File: src/hw/rtl/rcsd_pkg.sv
`timescale 1ns / 1ps
// shared widths, limits, character codes and helper functions for the
// seven-digit radix converter; no dependencies

package rcsd_pkg;

   localparam int FIELD_DIGITS = 7;
   localparam int VALUE_W      = 28;
   localparam int BASE_W       = 5;
   localparam int COUNT_W      = 4;
   localparam int CHAR_IN_W    = 8;
   localparam int CHAR_OUT_W   = 7;
   localparam int DIGIT_W      = 4;
   localparam int ERR_LEN      = 5;
   localparam int IDX_W        = (FIELD_DIGITS > 1) ? $clog2(FIELD_DIGITS) : 1;

   // divider retires this many quotient bits per cycle
   localparam int DIV_BITS     = 4;
   localparam int DIV_STEPS    = VALUE_W / DIV_BITS;
   localparam int DIV_CNT_W    = (DIV_STEPS > 1) ? $clog2(DIV_STEPS) : 1;

   localparam logic [VALUE_W-1:0]    VALUE_MAX   = {VALUE_W{1'b1}};
   localparam logic [COUNT_W-1:0]    COUNT_MAX   = {COUNT_W{1'b1}};
   localparam logic [COUNT_W-1:0]    COUNT_LIMIT = COUNT_W'(FIELD_DIGITS);
   localparam logic [BASE_W-1:0]     BASE_MIN    = BASE_W'(2);
   localparam logic [BASE_W-1:0]     BASE_MAX    = BASE_W'(16);
   localparam logic [IDX_W-1:0]      POS_LAST    = IDX_W'(FIELD_DIGITS - 1);

   localparam logic [CHAR_IN_W-1:0]  ASC_ZERO_IN = 8'h30;
   localparam logic [CHAR_IN_W-1:0]  ASC_NINE_IN = 8'h39;
   localparam logic [CHAR_IN_W-1:0]  ASC_A_IN    = 8'h41;
   localparam logic [CHAR_IN_W-1:0]  ASC_F_IN    = 8'h46;

   localparam logic [CHAR_OUT_W-1:0] ASC_SPACE   = 7'h20;
   localparam logic [CHAR_OUT_W-1:0] ASC_ZERO    = 7'h30;
   localparam logic [CHAR_OUT_W-1:0] ASC_A       = 7'h41;
   localparam logic [CHAR_OUT_W-1:0] ASC_E       = 7'h45;
   localparam logic [CHAR_OUT_W-1:0] ASC_O       = 7'h4F;
   localparam logic [CHAR_OUT_W-1:0] ASC_R       = 7'h52;

   // digit value 0..15, or 16 for a character that is not a digit
   function automatic logic [BASE_W-1:0] char_to_digit(input logic [CHAR_IN_W-1:0] c);
      logic [BASE_W-1:0] d;
      d = 5'd16;
      if (c >= ASC_ZERO_IN && c <= ASC_NINE_IN) begin
         d = BASE_W'(c - ASC_ZERO_IN);
      end else if (c >= ASC_A_IN && c <= ASC_F_IN) begin
         d = BASE_W'(c - ASC_A_IN) + BASE_W'(10);
      end
      return d;
   endfunction

   function automatic logic [CHAR_OUT_W-1:0] digit_to_char(input logic [DIGIT_W-1:0] d);
      logic [CHAR_OUT_W-1:0] c;
      if (d <= DIGIT_W'(9)) begin
         c = ASC_ZERO + CHAR_OUT_W'(d);
      end else begin
         c = ASC_A + CHAR_OUT_W'(d - DIGIT_W'(10));
      end
      return c;
   endfunction

   // character at field position pos of a right-justified ERROR field
   function automatic logic [CHAR_OUT_W-1:0] err_char(input logic [IDX_W-1:0] pos);
      int p;
      logic [CHAR_OUT_W-1:0] c;
      p = int'(pos) - (FIELD_DIGITS - ERR_LEN);
      case (p)
         0:       c = ASC_E;
         1, 2, 4: c = ASC_R;
         3:       c = ASC_O;
         default: c = ASC_SPACE;
      endcase
      return c;
   endfunction

endpackage

File: src/hw/rtl/radix_converter_seven_digit_top.sv
`timescale 1ns / 1ps
// radix converter top: digit accumulation, conversion sequencer, output stage
// depends on rcsd_pkg and rcsd_divider
//
// a request that is not the last digit gives no response
// a last-digit request runs seven divisions on the shared divider, each one
// start, seven 4-bit iterations, done; then the seven characters follow at
// one per cycle when responses are not stalled; the next request is taken
// once the last character has been handed to the output register
// an input error skips the divisions and goes straight to the characters.
// reset is synchronous and clears the accumulator and sequencer

module radix_converter_seven_digit_top (
   input  logic                             clock,
   input  logic                             reset,
   input  logic                             req_valid,
   output logic                             req_ready,
   input  logic [rcsd_pkg::CHAR_IN_W-1:0]   req_digit_char,
   input  logic [rcsd_pkg::BASE_W-1:0]      req_from_base,
   input  logic [rcsd_pkg::BASE_W-1:0]      req_to_base,
   input  logic                             req_last_digit,
   output logic                             rsp_valid,
   input  logic                             rsp_ready,
   output logic [rcsd_pkg::CHAR_OUT_W-1:0]  rsp_out_char,
   output logic                             rsp_is_error,
   output logic                             rsp_last_char
);

   typedef enum logic [2:0] {
      ST_IDLE = 3'b001,
      ST_DIV  = 3'b010,
      ST_EMIT = 3'b100
   } state_type;

   state_type                              state_ff, state_in;

   // accumulation state for the number being received
   logic [rcsd_pkg::VALUE_W-1:0]           acc_ff, acc_in;
   logic [rcsd_pkg::COUNT_W-1:0]           count_ff, count_in;
   logic                                   acc_err_ff, acc_err_in;

   // conversion state
   logic [rcsd_pkg::VALUE_W-1:0]           value_ff, value_in;
   logic [rcsd_pkg::BASE_W-1:0]            to_base_ff, to_base_in;
   logic                                   err_ff, err_in;
   logic                                   start_ff, start_in;
   logic [rcsd_pkg::IDX_W-1:0]             pos_ff, pos_in;
   logic [rcsd_pkg::DIGIT_W-1:0]           digit_ff [rcsd_pkg::FIELD_DIGITS];
   logic [rcsd_pkg::FIELD_DIGITS-1:0]      used_ff, used_in;
   logic                                   digit_we;

   // output register
   logic                                   rsp_valid_ff, rsp_valid_in;
   logic [rcsd_pkg::CHAR_OUT_W-1:0]        rsp_char_ff, rsp_char_in;
   logic                                   rsp_err_ff, rsp_err_in;
   logic                                   rsp_last_ff, rsp_last_in;

   logic                                   div_done;
   logic [rcsd_pkg::VALUE_W-1:0]           div_quot;
   logic [rcsd_pkg::DIGIT_W-1:0]           div_rem;

   // horner step on the incoming digit
   logic [rcsd_pkg::BASE_W-1:0]            digit_val;
   logic                                   digit_bad;
   logic                                   step_err;
   logic [rcsd_pkg::VALUE_W+rcsd_pkg::BASE_W:0] horner;
   logic                                   horner_ovf;
   logic                                   new_err;
   logic [rcsd_pkg::VALUE_W-1:0]           new_acc;
   logic                                   to_base_bad;
   logic                                   req_fire;
   logic                                   out_free;
   logic [rcsd_pkg::CHAR_OUT_W-1:0]        emit_char;

   assign req_ready = (state_ff == ST_IDLE);
   assign req_fire  = req_valid && req_ready;
   assign out_free  = !rsp_valid_ff || rsp_ready;

   always_comb begin
      digit_val  = rcsd_pkg::char_to_digit(req_digit_char);
      digit_bad  = (digit_val > rcsd_pkg::BASE_W'(15)) ||
                   (req_from_base < rcsd_pkg::BASE_MIN) ||
                   (req_from_base > rcsd_pkg::BASE_MAX) ||
                   (digit_val >= req_from_base);
      step_err   = acc_err_ff || digit_bad || (count_ff >= rcsd_pkg::COUNT_LIMIT);
      // product is formed at full width so an overflow is seen
      horner     = (rcsd_pkg::VALUE_W+rcsd_pkg::BASE_W+1)'(acc_ff)
                 * (rcsd_pkg::VALUE_W+rcsd_pkg::BASE_W+1)'(req_from_base)
                 + (rcsd_pkg::VALUE_W+rcsd_pkg::BASE_W+1)'(digit_val);
      horner_ovf = horner > (rcsd_pkg::VALUE_W+rcsd_pkg::BASE_W+1)'(rcsd_pkg::VALUE_MAX);
      new_err    = step_err || horner_ovf;
      new_acc    = new_err ? acc_ff : horner[rcsd_pkg::VALUE_W-1:0];
      to_base_bad = (req_to_base < rcsd_pkg::BASE_MIN) || (req_to_base > rcsd_pkg::BASE_MAX);
   end

   // character at the current emit position
   always_comb begin
      if (err_ff) begin
         emit_char = rcsd_pkg::err_char(pos_ff);
      end else if (used_ff[pos_ff]) begin
         emit_char = rcsd_pkg::digit_to_char(digit_ff[pos_ff]);
      end else begin
         emit_char = rcsd_pkg::ASC_SPACE;
      end
   end

   always_comb begin
      state_in     = state_ff;
      acc_in       = acc_ff;
      count_in     = count_ff;
      acc_err_in   = acc_err_ff;
      value_in     = value_ff;
      to_base_in   = to_base_ff;
      err_in       = err_ff;
      start_in     = 1'b0;
      pos_in       = pos_ff;
      used_in      = used_ff;
      digit_we     = 1'b0;
      rsp_valid_in = rsp_valid_ff && !rsp_ready;
      rsp_char_in  = rsp_char_ff;
      rsp_err_in   = rsp_err_ff;
      rsp_last_in  = rsp_last_ff;

      unique case (state_ff)
         ST_IDLE: begin
            if (req_fire) begin
               if (req_last_digit) begin
                  // hand the number to the sequencer, start the next one clean
                  acc_in     = '0;
                  count_in   = '0;
                  acc_err_in = 1'b0;
                  value_in   = new_acc;
                  to_base_in = req_to_base;
                  err_in     = new_err || to_base_bad;
                  pos_in     = rcsd_pkg::POS_LAST;
                  if (new_err || to_base_bad) begin
                     pos_in   = '0;
                     state_in = ST_EMIT;
                  end else begin
                     start_in = 1'b1;
                     state_in = ST_DIV;
                  end
               end else begin
                  acc_in     = new_acc;
                  acc_err_in = new_err;
                  if (count_ff != rcsd_pkg::COUNT_MAX) begin
                     count_in = count_ff + 1'b1;
                  end
               end
            end
         end
         ST_DIV: begin
            if (div_done) begin
               digit_we        = 1'b1;
               // leading positions are blank once the value is used up
               used_in[pos_ff] = (value_ff != '0) || (pos_ff == rcsd_pkg::POS_LAST);
               value_in        = div_quot;
               if (pos_ff == '0) begin
                  // anything left needs more digits than the field has
                  err_in   = (div_quot != '0);
                  state_in = ST_EMIT;
               end else begin
                  pos_in   = pos_ff - 1'b1;
                  start_in = 1'b1;
               end
            end
         end
         ST_EMIT: begin
            if (out_free) begin
               rsp_valid_in = 1'b1;
               rsp_char_in  = emit_char;
               rsp_err_in   = err_ff;
               rsp_last_in  = (pos_ff == rcsd_pkg::POS_LAST);
               if (pos_ff == rcsd_pkg::POS_LAST) begin
                  state_in = ST_IDLE;
               end else begin
                  pos_in = pos_ff + 1'b1;
               end
            end
         end
         default: begin
            state_in = ST_IDLE;
         end
      endcase
   end

   always_ff @(posedge clock) begin
      if (reset) begin
         state_ff     <= ST_IDLE;
         acc_ff       <= '0;
         count_ff     <= '0;
         acc_err_ff   <= 1'b0;
         start_ff     <= 1'b0;
         rsp_valid_ff <= 1'b0;
      end else begin
         state_ff     <= state_in;
         acc_ff       <= acc_in;
         count_ff     <= count_in;
         acc_err_ff   <= acc_err_in;
         start_ff     <= start_in;
         rsp_valid_ff <= rsp_valid_in;
      end
      value_ff    <= value_in;
      to_base_ff  <= to_base_in;
      err_ff      <= err_in;
      pos_ff      <= pos_in;
      used_ff     <= used_in;
      rsp_char_ff <= rsp_char_in;
      rsp_err_ff  <= rsp_err_in;
      rsp_last_ff <= rsp_last_in;
      if (digit_we) begin
         digit_ff[pos_ff] <= div_rem;
      end
   end

   // shared divider: one division per output digit, right to left
   rcsd_divider u_divider (
      .clock     (clock),
      .reset     (reset),
      .start     (start_ff),
      .dividend  (value_ff),
      .divisor   (to_base_ff),
      .done      (div_done),
      .quotient  (div_quot),
      .remainder (div_rem)
   );

   assign rsp_valid     = rsp_valid_ff;
   assign rsp_out_char  = rsp_char_ff;
   assign rsp_is_error  = rsp_err_ff;
   assign rsp_last_char = rsp_last_ff;

endmodule

File: src/hw/rtl/rcsd_divider.sv
`timescale 1ns / 1ps
// iterative restoring divider, several quotient bits per cycle
// depends on rcsd_pkg

module rcsd_divider (
   input  logic                          clock,
   input  logic                          reset,
   input  logic                          start,
   input  logic [rcsd_pkg::VALUE_W-1:0]  dividend,
   input  logic [rcsd_pkg::BASE_W-1:0]   divisor,
   output logic                          done,
   output logic [rcsd_pkg::VALUE_W-1:0]  quotient,
   output logic [rcsd_pkg::DIGIT_W-1:0]  remainder
);

   logic                              busy_ff, busy_in;
   logic                              done_ff, done_in;
   logic [rcsd_pkg::DIV_CNT_W-1:0]    cnt_ff, cnt_in;
   logic [rcsd_pkg::VALUE_W-1:0]      num_ff, num_in;
   logic [rcsd_pkg::DIGIT_W-1:0]      rem_ff, rem_in;
   logic [rcsd_pkg::BASE_W-1:0]       den_ff, den_in;

   // partial remainder stays below the divisor, so it fits in a digit
   always_comb begin
      logic [rcsd_pkg::BASE_W-1:0]   r;
      logic [rcsd_pkg::DIGIT_W-1:0]  rr;
      logic [rcsd_pkg::DIV_BITS-1:0] q;
      rr = rem_ff;
      q  = '0;
      for (int i = 0; i < rcsd_pkg::DIV_BITS; i++) begin
         r = {rr, num_ff[rcsd_pkg::VALUE_W-1-i]};
         if (r >= den_ff) begin
            r = r - den_ff;
            q[rcsd_pkg::DIV_BITS-1-i] = 1'b1;
         end
         rr = r[rcsd_pkg::DIGIT_W-1:0];
      end

      busy_in = busy_ff;
      done_in = 1'b0;
      cnt_in  = cnt_ff;
      num_in  = num_ff;
      rem_in  = rem_ff;
      den_in  = den_ff;
      if (start) begin
         busy_in = 1'b1;
         cnt_in  = '0;
         num_in  = dividend;
         rem_in  = '0;
         den_in  = divisor;
      end else if (busy_ff) begin
         num_in = {num_ff[rcsd_pkg::VALUE_W-rcsd_pkg::DIV_BITS-1:0], q};
         rem_in = rr;
         cnt_in = cnt_ff + 1'b1;
         if (cnt_ff == rcsd_pkg::DIV_CNT_W'(rcsd_pkg::DIV_STEPS - 1)) begin
            busy_in = 1'b0;
            done_in = 1'b1;
         end
      end
   end

   always_ff @(posedge clock) begin
      if (reset) begin
         busy_ff <= 1'b0;
         done_ff <= 1'b0;
         cnt_ff  <= '0;
      end else begin
         busy_ff <= busy_in;
         done_ff <= done_in;
         cnt_ff  <= cnt_in;
      end
      num_ff <= num_in;
      rem_ff <= rem_in;
      den_ff <= den_in;
   end

   assign done      = done_ff;
   assign quotient  = num_ff;
   assign remainder = rem_ff;

endmodule

File: config.mk
export PLATFORM = sky130hd
export DESIGN_NAME = radix_converter_seven_digit_top
export DESIGN_NICKNAME = d
export VERILOG_FILES = /design/src/hw/rtl/rcsd_pkg.sv /design/src/hw/rtl/radix_converter_seven_digit_top.sv /design/src/hw/rtl/rcsd_divider.sv
export SDC_FILE = /design/constraint.sdc
export NUM_CORES = 1
export LEC_CHECK = 0
export BUFFER_PORTS_ARGS = -buffer_cell sky130_fd_sc_hd__buf_2
export CAP_MARGIN = 5
export CORE_MARGIN = 2
export CORE_UTILIZATION = 50
export CTS_CLUSTER_DIAMETER = 200
export DETAILED_ROUTE_END_ITERATION = 8
export GPL_TIMING_DRIVEN = 1
export PLACE_DENSITY = 0.63
export SETUP_SLACK_MARGIN = 0.02
export SYNTH_ARGS = -nofsm -noshare
export SYNTH_HDL_FRONTEND = slang
export SYNTH_HIERARCHICAL = 1
export SYNTH_SLANG_ARGS = --single-unit
File: constraint.sdc
create_clock -name clock -period 14.9 [get_ports clock]
set_clock_uncertainty 0.05 [all_clocks]
set_input_delay 0.745 -clock clock [delete_from_list [all_inputs] [get_ports clock]]
set_output_delay 0.745 -clock clock [all_outputs]
set_load 0.02 [all_outputs]
==> results_dict.tcl <==
set metrics [dict create \
    die_y_um 172 \
    core_region_area_sq_um 27900 \
    grt_usage_pct 24.1 \
    hp-class "register to register" \
    nNetsFinal 1700 \
    p_switching_mw 0.570 \
    grt_first_pass_wirelength_mm 56.7 \
    synth.most_common_cell "nand2_1" \
    met2_usage_pct 39.8 \
    pre_cts_ws_ps 7380 \
    cts_tree "built" \
    synth_seq_cells 164 \
    diodes 0 \
    internal_power_mw 1.03 \
    cts.path.max_buffers 2 \
    numCtsBuffers 17 \
    grt_max_degree 79 \
    pwr-share-comb_pct 35.6 \
    multi_input_area_sq_um 9040 \
    route.detailed.drc 0 \
    drive_gt1_share_pct 9.56 \
    status "completed" \
    syn_nets 1720 \
    rows 61 \
    yosysWarnings 6 \
    syn_avg_cell_area_sq_um 9.42 \
    critPathLaunchType "input port" \
    ir_drop_mv 0.0887 \
    powerDensity_nw_per_um2 106 \
    power.total_mw 1.60 \
    synth.distinct_cells 79 \
    routedWlPerCell_um 18.2 \
    place_inst 1842 \
    fp.dieW_um 172 \
    first_pass_iters 5 \
    synthFlopType "edfxtp_1" \
    num_vias 11000 \
    initial_core_util_pct 50.8 \
    io_buffers 33 \
    vias_per_cell 5.89 \
    num_io_pins 34 \
    clk_pin_slew_ps 60 \
    crit_type "input port to register" \
    synth_edf_count 114 \
    insertion_delay_ps 420 \
    cp_max_fo 15 \
    synth-seq-area-share_pct 31.2 \
    place.gp.congestion 0.898 \
    drtAntennaViolNets 0 \
    worst_slew_margin_rel_pct 13.6 \
    synth_area_sq_um 14200 \
    synth_area_leaders "edfxtp_1 (24%), fa_1 (12%), ha_1 (9.4%)" \
    setup_violations 0 \
    fin_crit_sh_pct 48.4 \
    path_delay_family "compound AO/OA/AOI/OAI gates" \
    cts_root_buf "clkbuf_16" \
    grt_pass1_vias 10700 \
    slowest_delay_ps 970 \
    finalMaxSlewViolations 0 \
    max_cap_viol_count 0 \
    path_buf_inv 4 \
    power_leakage_nw 6.34 \
    cts_setup_buffers 0 \
    dieArea_sq_um 29700 \
    synthTopCellsByCount "nand2_1 (192), edfxtp_1 (114), ha_1 (106), inv_1 (106), fa_1 (88)" \
    holdBufCountCts 0 \
    grt_use_met3_pct 2.59 \
    cts.repair.resized 0 \
    worst_ep_arrival_time_ps 7420 \
    p_sw_share_pct 35.6 \
    synthArstFlopShare_pct 0 \
    hold_viol 0 \
    synthCells 1503 \
    path_cells "buf_2 > inv_1 > ha_1 > or3b_2 > and4_1 > o22ai_1 > inv_1 > fa_1 > fa_1 > fa_1 > inv_1 > ha_1 > o211ai_1 > o21ai_1 > nor4b_1 > o41ai_1 > a21oi_1 > mux2_2 > a21boi_1 > nand4_1 > a31oi_1" \
    register_area_sq_um 4430 \
    power_frac_seq_pct 37.5 \
    rsz0062_at_grt "false" \
    crit_path_end_kind "register" \
    antenna_found_initial 0 \
    htreeDepth 4 \
    yosysTopAreaCell "edfxtp_1" \
    power_frac_clock_pct 26.9 \
    timing.final.ws_setup_ps 7690 \
    synth_top_area_share_pct 24.2 \
    dr.first_iter.drc_count 816 \
    fin_tns_setup_ps 0 \
    worstMarginPinSlew_ps 1290 \
    cpMaxStageDelayCell "a21boi_1" \
    grt.busiest_layer "met2" \
    grt_remaining_overflow 0 \
    clock-sinks 164 \
    synthToLayoutAreaGrowth_pct 7.07 \
    wl_mm 34.1 \
    met1_usage_pct 33.3 \
    fillers 2529 \
    critPathRequiredTime_ps 15110 \
    hpwl_mm 26.1 \
    finalNonFillerCells 1874 \
    timing.fmax_mhz 139 \
    period_minus_slack_ps 7210 \
]
[worst register-to-register path: stages, from the launching register on]
cell	delay, ps
edfxtp_1	420
inv_1	290
ha_1	240
a21o_1	120
a31oi_1	50
o21ai_2	360
mux2_4	350
ha_1	340
a21o_1	120
a31oi_1	60
o31ai_2	630
mux2_2	430
ha_1	340
nand2_1	80
o21ai_1	550
nor2_1	130
a21oi_1	260
ha_1	220
a21o_1	120
a31oi_1	40
o21ai_1	590
nand2_1	130
a311oi_1	270
[layout make-up]
| cell class | instances | area share (%) |
|---|---|---|
| sequential | 164 | 29.2 |
| clock buffer | 18 | 2.83 |
| multi-input combinational | 1148 | 59.6 |
| inverter | 107 | 2.65 |
| clock inverter | 14 | 0.949 |
| timing repair buffer | 45 | 1.68 |
| tap | 378 | 3.12 |
[logic make-up (layout without fill, tap and decap cells)]
kind of cell / Yosys count / in the layout / synth area share (%)
adders and majority gates: 194 / 194 / 21.8
muxes: 54 / 54 / 4.66
buffers and inverters: 191 / 184 / 5.11
and+or+nand+nor: 561 / 561 / 20.6
DFF: 164 / 164 / 31.2
AOI/OAI and AO/OA: 297 / 297 / 14.0
xor gates and xnor gates: 42 / 42 / 2.60
[metrics by stage]
step / area [sq um] / hold WS (ps) / util, %
6_report: 15200 / 366 / 54.4
5_1_grt: 15200 / 376 / 54.4
4_1_cts: 15200 / 372 / 54.4
3_5_place_dp: 14600 / 358 / 52.4
3_3_place_gp: 14600 / 355 / 52.4
2_1_floorplan: 14200 / 350 / -
[state kept, by name, summed over array words and instances (netlist names), 3 cells and up, named ones only]
| name | cells |
|---|---|
| acc_ff | 28 |
| digit_ff | 28 |
| u_divider/quotient | 28 |
| value_ff | 28 |
| rsp_out_char | 7 |
| used_ff | 7 |
| to_base_ff | 5 |
| u_divider/den_ff | 5 |
| count_ff | 4 |
| u_divider/remainder | 4 |
| pos_ff | 3 |
| state_ff | 3 |
| u_divider/cnt_ff | 3 |
[path summary, 6_finish.rpt]
path / start / endpoint / slack, ps / cells past startpoint
worst min register to register: to_base_ff[4] / u_divider/den_ff[4] / 370 / 0
worst max register to register: u_divider/den_ff[1] / u_divider/remainder[1] / 8640 / 22
worst max-delay path: req_digit_char[1] / value_ff[15] / 7690 / 21
worst min-delay path: to_base_ff[4] / u_divider/den_ff[4] / 370 / 0
[cell usage in the layout (no fill, tap or decap), drive strengths merged, types with 7 or more instances in the layout]
cell type	n
clkbuf	18
fa	88
mux2i	10
o211ai	17
edfxtp	114
nor3	28
a31oi	25
and2	69
nand4	25
nor2b	7
or4	25
nand2	192
o21bai	7
nor3b	11
nand3b	14
nand2b	54
a21o	22
nor2	67
a21oi	77
inv	113
a211o	10
o31ai	19
dfxtp	50
buf	45
nor4	19
nand3	22
mux2	39
o21ai	54
xor2	14
o311ai	21
ha	106
xnor2	28
[per-layer routing]
| layer | share of wire, % | routed length (um) | vias to the layer above |
|---|---|---|---|
| met5 | 0 | 0 | - |
| met2 | 48 | 16200 | 246 |
| met1 | 47 | 15900 | 5406 |
| met4 | 2.5 | 841 | 0 |
| met3 | 3.3 | 1130 | 35 |
| li1 | - | - | 5347 |
[power groups by stage]
stage               logic [mW]  registers [mW]  clock network (mW)
floorplan                0.457           0.584                   0
global placement         0.559           0.610                   0
detailed placement       0.572           0.611                   0
CTS                      0.574           0.601               0.436
global route             0.641           0.607               0.457
finish                   0.570           0.600               0.431
No activity file was read; power rests on OpenSTA's default activity.
